$ cat config.mk
export PLATFORM = sky130hd
export DESIGN_NAME = kcc_nearest
export DESIGN_NICKNAME = d
export VERILOG_FILES = /design/src/hdl/kcc_pkg.sv /design/src/hdl/kcc_nearest.sv
export SDC_FILE = /design/constraint.sdc
export NUM_CORES = 2
export LEC_CHECK = 0
export BUFFER_PORTS_ARGS = -buffer_cell sky130_fd_sc_hd__buf_2
export CAP_MARGIN = 10
export CORE_UTILIZATION = 55
export CTS_CLUSTER_SIZE = 40
export DETAILED_ROUTE_END_ITERATION = 8
export PLACE_DENSITY = 0.83
export REMOVE_ABC_BUFFERS = 1
export SYNTH_ARGS = -nofsm -noshare
export SYNTH_HDL_FRONTEND = slang
export SYNTH_SLANG_ARGS = --single-unit
$ cat constraint.sdc
create_clock -name clk -period 9.9 [get_ports clk]
set_input_delay 0.99 -clock clk [delete_from_list [all_inputs] [get_ports clk]]
set_output_delay 0.99 -clock clk [all_outputs]
set_load 0.01 [all_outputs]
$ cat src/hdl/kcc_pkg.sv
`default_nettype none
// -----------------------------------------------------------------------------
// kcc_pkg
// Shared types and constants of the k-means color cluster pass.
// -----------------------------------------------------------------------------
package kcc_pkg;

  localparam int MAX_COLORS_DEF = 16;
  localparam int COUNT_BITS_DEF = 24;
  localparam int RESULT_LIMIT   = 16;

  localparam logic [4:0] ACTIVE_RESET = 5'd16;

  localparam logic OP_SEED       = 1'b0;
  localparam logic OP_PIXEL      = 1'b1;
  localparam logic KIND_LABEL    = 1'b0;
  localparam logic KIND_CENTROID = 1'b1;

  typedef enum logic [2:0] {
    S_IDLE,
    S_SCAN,
    S_ACC_RD,
    S_ACC_WR,
    S_UPD_RD,
    S_UPD_DIV,
    S_UPD_WAIT,
    S_UPD_EMIT
  } state_t;

  // tag that travels with a centroid read through the distance pipe
  typedef struct packed {
    logic v;
    logic first;
    logic last;
  } scan_tag_t;

endpackage
`default_nettype wire

$ cat src/hdl/kcc_nearest.sv
`default_nettype none
// -----------------------------------------------------------------------------
// kcc_nearest
// Two-stage squared-distance pipe with a running minimum over centroids.
// -----------------------------------------------------------------------------
module kcc_nearest #(
  parameter int IDX_W = 4
) (
  input  logic              clk,
  input  logic              rst,
  input  kcc_pkg::scan_tag_t tag,
  input  logic [IDX_W-1:0]  idx,
  input  logic [63:0]       cen,
  input  logic [31:0]       pix,
  output logic              done,
  output logic [IDX_W-1:0]  best
);
  import kcc_pkg::*;

  logic [16:0]      diff [4];
  logic [15:0]      mag  [4];
  logic [31:0]      sq   [4];
  scan_tag_t        s1_tag;
  logic [IDX_W-1:0] s1_idx;
  logic [33:0]      d_sum;
  logic [33:0]      best_d;

  always_comb begin
    for (int j = 0; j < 4; j++) begin
      diff[j] = {1'b0, pix[8*j +: 8], 8'h00} - {1'b0, cen[16*j +: 16]};
      mag[j]  = diff[j][16] ? 16'(-diff[j]) : diff[j][15:0];
    end
    d_sum = 34'(sq[0]) + 34'(sq[1]) + 34'(sq[2]) + 34'(sq[3]);
  end

  always_ff @(posedge clk) begin
    if (rst) begin
      s1_tag <= '0;
      done   <= 1'b0;
    end else begin
      s1_tag <= tag;
      done   <= s1_tag.v && s1_tag.last;
    end
  end

  always_ff @(posedge clk) begin
    s1_idx <= idx;
    for (int j = 0; j < 4; j++) sq[j] <= mag[j] * mag[j];
    // strict less keeps the lower index on a tie
    if (s1_tag.v && (s1_tag.first || d_sum < best_d)) begin
      best_d <= d_sum;
      best   <= s1_idx;
    end
  end

endmodule
`default_nettype wire

# [Word level (Yosys, flattened, before mapping)]
# Memories as Yosys holds them, arrays and structs flattened.
# Cells that the tools add are included.
[totals] register_bits=46 ramBits=128 inputBits=105 output_inout_bits=5 elab_cells=31 memories=1
[op_classes] add_sub_neg=11 n_mul=4 n_lt_le_gt_ge=1 n_mux=4 reduce_logical=3
[mem_list] name="sq" depth=4 width=32 rd=4 rd_ports_with_merged_regs=0 wr=4 line="kcc_nearest.sv:22" text="logic [31:0] sq [4];"
[op_table] op="$mul A16 B16 Y32" count=4
[op_table] op="$sub A16 B16 Y17" count=4
[op_table] op="$mux W16" count=4
[op_table] op="$neg A16 Y16" count=4
[op_table] op="$add A33 B32 Y34" count=1
[op_table] op="$add A34 B32 Y34" count=1
[op_table] op="$lt A34 B34 Y1" count=1
[op_table] op="$add A32 B32 Y33" count=1
[op_table] op="$logic_and A1 B1 Y1" count=2
[op_table] op="$logic_or A1 B1 Y1" count=1

# [Longest topological paths before layout]
[logic_depth] depth_word=6 mapped_depth=39

# [Least setup slack after synthesis]
# No wires, ideal clock.
[synth_timing] kind="input to register" from="in cen[0]" to="mem sq[0][31]" t_arrival_ps=9700 path_slack_ps=69 path_stages=36 n_path_buf=2 path_cell_list="clkbuf_1 inv_1 clkbuf_1 ha_1 or4b_2 nor3_1 o21ai_0 a21oi_1 nand2_1 nand2_1 nor2_1 xnor2_1 clkinv_1 nand2_1 inv_1 fa_1 inv_1 fa_1 inv_1 fa_1 inv_1 fa_1 inv_1 fa_1 inv_1 fa_1 inv_1 ha_1 and3_1 a221oi_1 o21ai_0 a22o_1 a41o_1 a31oi_1 o21ai_0 xor3_1"
[synth_rtl] element="start: declaration" line="kcc_nearest.sv:13" text="input logic [63:0] cen,"
[synth_rtl] element="end: declaration" line="kcc_nearest.sv:22"

==> metrics.cfg <==
[drt]
wl_um = 89600
topRoutingLayerUsed = met4
antenna_left = 0
drcViolationCount = 0
wl_met2_um = 45700
drt_iter0_drc = 1825
vias = 29600
wl_met1_um = 35600
via_per_inst = 5.45
wl_met3_um = 5370
wl_per_cell_um = 16.5
dr.pass1.iters = 6

[placed_design]
placed_area_um2 = 41300
gp_congestion = 0.952
place_hpwl_um = 76600
port-buffer-count = 109
dp_slack_ns = 0.0113

[floorplanning]
die_y_um = 268
ioPinCount = 110
num_rows = 97
core_area_um2 = 70100
design.die.area_um2 = 72000
start_util = 0.556
die_w_um = 268

[global_routing]
grt_remaining_overflow = 0
grt_pass1_vias = 31100
grt_max_degree = 39
antenna_found_initial = 2
grt_pass1_wl_um = 150000
track_usage = 0.260

[worst_setup_path]
critPathMaxFanout = 9
end_kind = flip-flop
critPathMaxStageDelay_ns = 0.66
required_ns = 10.22
arrival_ns = 9.74
reg2regPathDepth = 27
r2r_end = best[3]
path_class = in -> reg
cp_common_cell = fa_1
r2r_start = sq[0][2]
start_kind = input pin
slowest_stage = or4b_2
rrSetupSlack_ns = 2.82

[min_path]
hold_class = reg -> reg
min_delay_path_depth = 0
whs_endpoint = best[2]
min-delay-start = s1_idx[2]

[clock_network]
cts_resized = 0
cts_max_level = 4
cts_inserted_buffers = 17
cts_tree = done
clk_pin_slew_worst_paths_ns = 0.07
post-cts-setup-buffers = 0
cts.hold.buffers_added = 0
clock-sinks = 170
cts_root_buffer = clkbuf_16
clk_latency_ns = 0.45
cts.path.max_buffers = 2

[logic_synthesis]
yosys_register_bits = 170
synth_top_area_frac = 0.366
yosysWarnings = 0
syn-cell-area_um2 = 39000
async_flop_share = 0
synthCells = 4315
yosysTopAreaCell = fa_1
synth.distinct_cells = 85
syn_avg_cell_area_um2 = 9.04
synth-seq-area-share = 0.0970
synth-edff-count = 38
synth_ff_type = dfxtp_1
synth.area.top_cells = fa_1, ha_1, inv_1

[timing]
worst_slack_ns = 0.480
worst_pin_slew_ns = 1.07
finalCriticalPeriod_ns = 9.42
rsz0062_at_grt = no
setup_viol = 0
max_freq_mhz = 106
max_slew_margin = 0.278
finalHoldViolCount = 0
finClkSkew_ns = 0.0157
slew_viol_final = 0
fin_crit_sh = 0.951
finalSetupTns_ns = 0

[job]
drv_cap = 0

[layout]
area_growth_pct = 7.37
drive_gt1_frac = 0.0643
final_cell_mix = inv_1, fa_1, ha_1
final_common_cell = inv_1
layout.nets = 5789
stdcell_area_um2 = 41900

[status]
outcome = finished, final reports clean

-- how the worst max path moves through the flow --
| stage | from | to |
|---|---|---|
| global placement | cen[48] | sq[3][31] |
| finish | cen[0] | sq[0][31] |
| global route | cen[0] | sq[0][31] |
| floorplan | cen[16] | sq[1][30] |
| CTS | cen[0] | sq[0][31] |
| detailed placement | cen[0] | sq[0][31] |
-- per-stage QoR --
step	hold WS [ns]	util	std cells
floorplan	0.386	-	4256
global placement	0.388	0.588	5404
detailed placement	0.390	0.588	5404
CTS	0.412	0.597	5436
global route	0.420	0.597	5436
finish	0.411	0.597	5437
-- flip-flops by register name, summed over array words and instances (netlist names) --
name and cells:
sq 124, best_d 34, best 4, s1_idx 4, s1_tag 3, done 1
-- cell usage after synthesis (all sizes together) (9+ instances only) --
| master | count |
|---|---|
| a211oi | 15 |
| a21boi | 10 |
| a21o | 116 |
| a21oi | 143 |
| a221oi | 9 |
| a31oi | 19 |
| and2 | 13 |
| and3 | 15 |
| buf | 10 |
| clkbuf | 50 |
| clkinv | 36 |
| dfxtp | 132 |
| edfxtp | 38 |
| fa | 714 |
| ha | 487 |
| inv | 1011 |
| nand2 | 312 |
| nand2b | 41 |
| nand3 | 33 |
| nand4 | 17 |
| nor2 | 417 |
| nor2b | 40 |
| nor3 | 53 |
| nor4 | 12 |
| o21a | 21 |
| o21ai | 82 |
| o21bai | 19 |
| o31ai | 13 |
| or2 | 13 |
| or3 | 17 |
| xnor2 | 187 |
| xor2 | 101 |
-- routing by layer --
metal,vias to the layer above,track usage
met4,0,0.0823
met1,14600,0.322
li1,13800,-
met3,239,0.0356
met5,-,0
met2,1014,0.467
-- final cells by class --
class,count,area [um2]
Sequential cell,170,3780
Inverter,1047,3930
Tap cell,940,1180
Timing Repair Buffer,208,1290
Antenna cell,1,2.50
Multi-Input combinational cell,3039,31100
Clock inverter,15,183
Fill cell,5795,28200
Clock buffer,17,425
-- logic make-up after synthesis --
family / share of synthesized area
fa+ha+maj: 0.522
buf+inv: 0.107
simple gates: 0.116
compound gates: 0.0898
xor+xnor: 0.0662
flops: 0.0970
mux: 0.00144
other cells: 0.000192
-- critical path: cells and delay by family --
family | cells | cell delay [ns]
buffers and inverters | 7 | 1.11
adder cells (fa/ha/maj) | 8 | 3.15
XOR/XNOR | 2 | 0.89
AO/OA/AOI/OAI | 13 | 2.54
AND/OR/NAND/NOR | 3 | 1.06
Power is left out: the tool's default activity adds up to more than one toggle a clock period on the data nets, which glitch-free logic cannot reach.
