$ cat src/hdl/kcc_pkg.sv
`default_nettype none
// -----------------------------------------------------------------------------
// kcc_pkg
// Shared types and constants of the k-means color cluster pass.
// -----------------------------------------------------------------------------
package kcc_pkg;

  localparam int MAX_COLORS_DEF = 16;
  localparam int COUNT_BITS_DEF = 24;
  localparam int RESULT_LIMIT   = 16;

  localparam logic [4:0] ACTIVE_RESET = 5'd16;

  localparam logic OP_SEED       = 1'b0;
  localparam logic OP_PIXEL      = 1'b1;
  localparam logic KIND_LABEL    = 1'b0;
  localparam logic KIND_CENTROID = 1'b1;

  typedef enum logic [2:0] {
    S_IDLE,
    S_SCAN,
    S_ACC_RD,
    S_ACC_WR,
    S_UPD_RD,
    S_UPD_DIV,
    S_UPD_WAIT,
    S_UPD_EMIT
  } state_t;

  // tag that travels with a centroid read through the distance pipe
  typedef struct packed {
    logic v;
    logic first;
    logic last;
  } scan_tag_t;

endpackage
`default_nettype wire

$ cat src/hdl/kcc_divider.sv
`default_nettype none
// -----------------------------------------------------------------------------
// kcc_divider
// Four-lane restoring divider: (sum << 8) / count, capped at 0xFFFF.
// -----------------------------------------------------------------------------
module kcc_divider #(
  parameter int COUNT_BITS = kcc_pkg::COUNT_BITS_DEF
) (
  input  logic                  clk,
  input  logic                  rst,
  input  logic                  start,
  input  logic [127:0]          sums,
  input  logic [COUNT_BITS-1:0] count,
  output logic                  done,
  output logic [63:0]           quot
);
  import kcc_pkg::*;

  localparam int RW = COUNT_BITS + 1;

  logic                  busy;
  logic [3:0]            step;
  logic [COUNT_BITS-1:0] cnt;
  logic [RW-1:0]         rem   [4];
  logic [15:0]           lo    [4];
  logic [15:0]           qv    [4];
  logic [3:0]            cap;
  logic [RW-1:0]         trial [4];
  logic [3:0]            ge;

  always_comb begin
    for (int j = 0; j < 4; j++) begin
      trial[j] = {rem[j][RW-2:0], lo[j][15]};
      ge[j]    = trial[j] >= {1'b0, cnt};
      quot[16*j +: 16] = cap[j] ? 16'hFFFF : qv[j];
    end
  end

  always_ff @(posedge clk) begin
    if (rst) begin
      busy <= 1'b0;
      done <= 1'b0;
      step <= '0;
    end else begin
      done <= busy && (step == 4'd15);
      if (start) begin
        busy <= 1'b1;
        step <= '0;
      end else if (busy) begin
        step <= step + 4'd1;
        if (step == 4'd15) busy <= 1'b0;
      end
    end
  end

  always_ff @(posedge clk) begin
    if (start) begin
      cnt <= count;
      for (int j = 0; j < 4; j++) begin
        cap[j] <= 40'(sums[32*j +: 32]) >= 40'({count, 8'h00});
        rem[j] <= RW'(sums[32*j+8 +: 24]);
        lo[j]  <= {sums[32*j +: 8], 8'h00};
        qv[j]  <= '0;
      end
    end else if (busy) begin
      for (int j = 0; j < 4; j++) begin
        rem[j] <= ge[j] ? trial[j] - {1'b0, cnt} : trial[j];
        lo[j]  <= {lo[j][14:0], 1'b0};
        qv[j]  <= {qv[j][14:0], ge[j]};
      end
    end
  end

endmodule
`default_nettype wire

$ cat config.mk
export PLATFORM = sky130hd
export DESIGN_NAME = kcc_divider
export DESIGN_NICKNAME = d
export VERILOG_FILES = /design/src/hdl/kcc_pkg.sv /design/src/hdl/kcc_divider.sv
export SDC_FILE = /design/constraint.sdc
export NUM_CORES = 1
export LEC_CHECK = 0
export ABC_AREA = 1
export BUFFER_PORTS_ARGS = -buffer_cell sky130_fd_sc_hd__buf_2
export CAP_MARGIN = 15
export CORE_ASPECT_RATIO = 0.6
export CORE_UTILIZATION = 55
export DETAILED_ROUTE_END_ITERATION = 10
export PLACE_DENSITY = 0.78
export SKIP_CTS_REPAIR_TIMING = 1
export SLEW_MARGIN = 20
export SYNTH_ARGS = -nofsm -noshare
export SYNTH_HDL_FRONTEND = slang
export SYNTH_SLANG_ARGS = --single-unit
$ cat constraint.sdc
create_clock -name clk -period 5.6 [get_ports clk]
set_input_delay 1.12 -clock clk [delete_from_list [all_inputs] [get_ports clk]]
set_output_delay 1.12 -clock clk [all_outputs]
set_load 0.005 [all_outputs]
Yosys cells after proc, flatten, opt, wreduce, memory -nomap -nowiden
Memories as Yosys holds them, arrays and structs flattened.
Cells that the tools add are included.

storage, ports and cells
  register bits after elaboration = 34
  memory bits (read-only) = 0
  memory bits (writable) = 224
  bits in latches = 0
  memories = 3
  logic and storage cells = 64

operators by class
  $add $sub $neg = 5
  div/mod/pow operators = 0
  shift-type cells = 0
  equal/unequal tests = 1
  magnitude comparators = 8
  bitwise logic cells = 12
  mux-type cells = 28
  $mul = 0
  reductions and logical operators = 2

memory list
  memory  depth  width  rd ports  clocked after memory_dff  write ports  line               text
  rem     4      25     4         0                         4            kcc_divider.sv:24  logic [RW-1:0] rem [4];
  qv      4      16     4         0                         4            kcc_divider.sv:26  logic [15:0] qv [4];
  lo      4      15     4         0                         4            kcc_divider.sv:25  logic [15:0] lo [4];

operator list
  cell                 count
  $mux 25              8
  $ge 32x32->1         4
  $mux 16              8
  $ge 25x24->1         4
  $sub 25x24->25       4
  $mux 15              4
  $or 1x1->1           12
  $mux 1               8
  $add 4x1->4 const B  1
  $eq 4x4->1 const B   1
  $reduce_or 2->1      1
  $logic_and 1x1->1    1

Logic depth before layout (Yosys ltp)
  depth in word-level cells = 4
  mapped depth = 16
  mapped depth without buffers = 15

Least setup slack after synthesis
Ideal clock, no wire load.

  path type = input-to-reg
  start = input port start
  end = memory lo[0][10] (netlist bit) (enable)
  arrival time = 4.302 ns
  required time = 4.056 ns
  setup slack = -0.246 ns
  path buffers = 0
  stages = 2
  cell sequence = inv_1 nand2_1

RTL lines
  item             line               text
  start, declared  kcc_divider.sv:11  input logic start,
  end, declared    kcc_divider.sv:25

==> flow_summary_export.csv <==
group,metric,value,unit
synth,synth_edf_count,220,
synth,synth_seq_cells,226,
worst_setup_path,start_kind,"flip-flop",
floorplan,fp-row-count,53,
timing,worst-slew-pin-transition,0.932,ns
power,p_per_area,286,mW/mm²
timing,skew,0.0157,ns
worst_setup_path,endpoint,"rem[0][19]",
synth,yosysTopAreaCell,"edfxtp_1",
worst_setup_path,rr_endpoint,"rem[0][19]",
worst_setup_path,worstPathArrival,4.03,ns
finish,n_fill_cell,3293,
power,ir_drop,255,µV
finish,most-common-layout-cells,"nand2_1 (1136), inv_1 (505), edfxtp_1 (220)",
placement,placed_cell_area,0.0216,mm²
placement,place_congestion,1.03,
timing,max_slew_margin,37.9,%
synth,synthMuxAreaShare,0,%
synth,yosysUniqueCellTypes,46,
cts,cts.sinks,226,
worst_setup_path,crit_required,5.92,ns
global_route,overflow,0,
floorplan,fp.coreArea,0.0355,mm²
worst_setup_path,worst-setup-path-type,"flip-flop to flip-flop",
worst_setup_path,reg2reg_slack,1.89,ns
timing,rsz0062_at_grt,"no",
finish,final_cell_area,0.0224,mm²
synth,synth_area_leaders,"edfxtp_1 (33%), nand2_1 (21%), ha_1 (12%)",
cts,htree_levels,1,
route,drt_iter0_drc,2706,
synth,synth_top_flop_cell,"edfxtp_1",
cts,insertion_delay,0.57,ns
global_route,grt_start_max_net_pins,133,
synth,synthAdderAreaFrac,12.4,%
synth,synth_top_area_share,32.8,%
placement,io_buffers,219,
synth,synth_compound_area_share,4.28,%
finish,nets,3474,
synth,ys_warn_count,0,
global_route,grt_antenna_before_repair,7,
floorplan,die-area,0.0374,mm²
cts,path_clk_slew,0.07,ns
synth,synth-seq-area-share,33.4,%
route,vias,20600,
worst_setup_path,setup.worst_path.start,"cnt[12]",
route,wl_per_cell,20.8,µm
cts,cts_tree,"built",
worst_setup_path,endpoint_kind,"flip-flop",
cts,root_buffer,"clkbuf_16",
floorplan,initial_utilization,56.6,%
synth,synth_nets,3283,
power,leakage,12.1,nW
synth,synthCells,2931,
finish,final_common_cell,"nand2_1",
worst_setup_path,cp_max_fo,25,
hold_path,hp-class,"flip-flop to flip-flop",
floorplan,ioPinCount,220,
placement,dpl.hpwl,58300,µm
global_route,grt_pass1_vias,18400,
synth,synthArstFlopShare,0,%
timing,setup_tns,0,ns
route,drc,0,
route,viasPerCell,5.71,
floorplan,die_x,249,µm
timing,finalHoldViolCount,0,
timing,post-route-period-util,66.2,%
timing,timing.fmax,0.270,GHz
cts,clock_path_buffers,3,
synth,synthSimpleGateAreaFrac,36.7,%
power,power,6.41,mW
global_route,grt_pass1_wl,111000,µm
timing,setup_violations,0,
placement,placed_cells,3563,
finish,syn2layout_area_growth,11.4,%
timing,min_period,3.71,ns
worst_setup_path,r2r_start,"cnt[12]",
worst_setup_path,rr_worst_depth,15,
job,cap_viol_max_count,0,
timing,slew_violations,0,
synth,syn_area,0.0201,mm²
route,firstDrtPassIters,6,
synth,synth_top_family_by_area,"simple AND/OR/NAND/NOR gates",
status,status,"finished, final reports clean",
floorplan,die_h,150,µm
finish,instances_no_fill,3613,
finish,drive_gt1_share,10.4,%
synth,syn_avg_cell_area,6.87,µm²
route,totalWireLength,75100,µm
synth,synth_xor_area_share,1.78,%
route,ant_nets,0,
finish,final_util,63.1,%
global_route,grt.total_usage,39.4,%
cts,cts_buffers,24,
[Yosys cell counts (5+ instances only)]
| cell type | n |
|---|---|
| nand2_1 | 1137 |
| inv_1 | 506 |
| edfxtp_1 | 220 |
| ha_1 | 193 |
| nor2_1 | 193 |
| nand3_1 | 180 |
| a21oi_1 | 112 |
| nand4_1 | 106 |
| nand3b_1 | 34 |
| xnor2_1 | 33 |
| clkbuf_1 | 29 |
| o21ai_0 | 26 |
| buf_2 | 21 |
| nor2_2 | 14 |
| nor3_1 | 14 |
| nor4_1 | 11 |
| buf_6 | 10 |
| nand2_2 | 10 |
| xor2_1 | 8 |
| inv_2 | 7 |
| dfxtp_1 | 6 |
| buf_4 | 5 |
| nand3_2 | 5 |
| nor3b_1 | 5 |
| or2_2 | 5 |
[metal layers]
metal,wire (µm),share of wire [%],track usage [%],up-vias
li1,-,-,-,9755
met1,32400,43,57.1,9416
met2,28500,38,53.4,1273
met3,11000,15,13.2,174
met4,3120,4.2,15.2,6
met5,41,0.055,0,-
[per-stage QoR]
stage / hold slack (ns) / setup slack [ns]
CTS: 0.511 / 2.07
finish: 0.513 / 1.89
detailed placement: 0.500 / 1.99
floorplan: 0.455 / 1.69
global route: 0.540 / 1.74
global placement: 0.488 / 2.07
[cell type report]
cell class	instances	area (µm²)	share of cell area [%]
repair buffers	232	1220	5.43
inverters	514	1930	8.62
clock inverters	15	213	0.948
flip-flops and latches	226	6730	30.0
multi-input cells	2124	11100	49.5
well taps	467	584	2.60
diodes	6	15.0	0.0669
clock buffers	29	629	2.81
[flip-flops by register name, summed over array words and instances (netlist names)]
register and cells:
step 4, cnt 24, cap 4, rem 96, qv 64, busy 1, done 1, lo 32
[logic make-up after synthesis]
kind of cell / count (synthesis)
simple gates: 1728
compound gates: 158
buf+inv: 581
flops: 226
fa+ha+maj: 197
xor+xnor: 41
[report_power, final]
part | switching [mW] | internal, mW | leakage [nW] | total, mW
registers | 0.0887 | 2.06 | 2.31 | 2.14
clock network | 0.776 | 0.999 | 0.400 | 1.77
logic | 1.69 | 0.802 | 9.34 | 2.49
total | 2.56 | 3.86 | 12.1 | 6.41
[worst min path at each step]
stage,start,to,slack [ns],cells after the start
2_1_floorplan,busy,done,0.46,2
3_3_place_gp,busy,done,0.49,2
3_5_place_dp,lo[0][10],lo[0][11],0.50,2
4_1_cts,busy,done,0.51,2
5_1_grt,lo[2][8],lo[2][9],0.54,2
6_report,lo[0][10],lo[0][11],0.51,2
[worst max-delay path, stage by stage, from the launching register on]
cell and delay [ns]:
edfxtp_1 0.35, inv_1 0.48, ha_1 0.39, nand2_1 0.15, inv_1 0.05, nand2_1 0.07, nand2_1 0.08, nand2_1 0.07
nand2_1 0.08, a21oi_2 0.12, buf_4 0.30, nand3_2 0.60, nand2_1 0.45, nand2_1 0.12, nand2_1 0.07, nand2_1 0.05
Note: power is estimated with default switching activity, not from simulation.
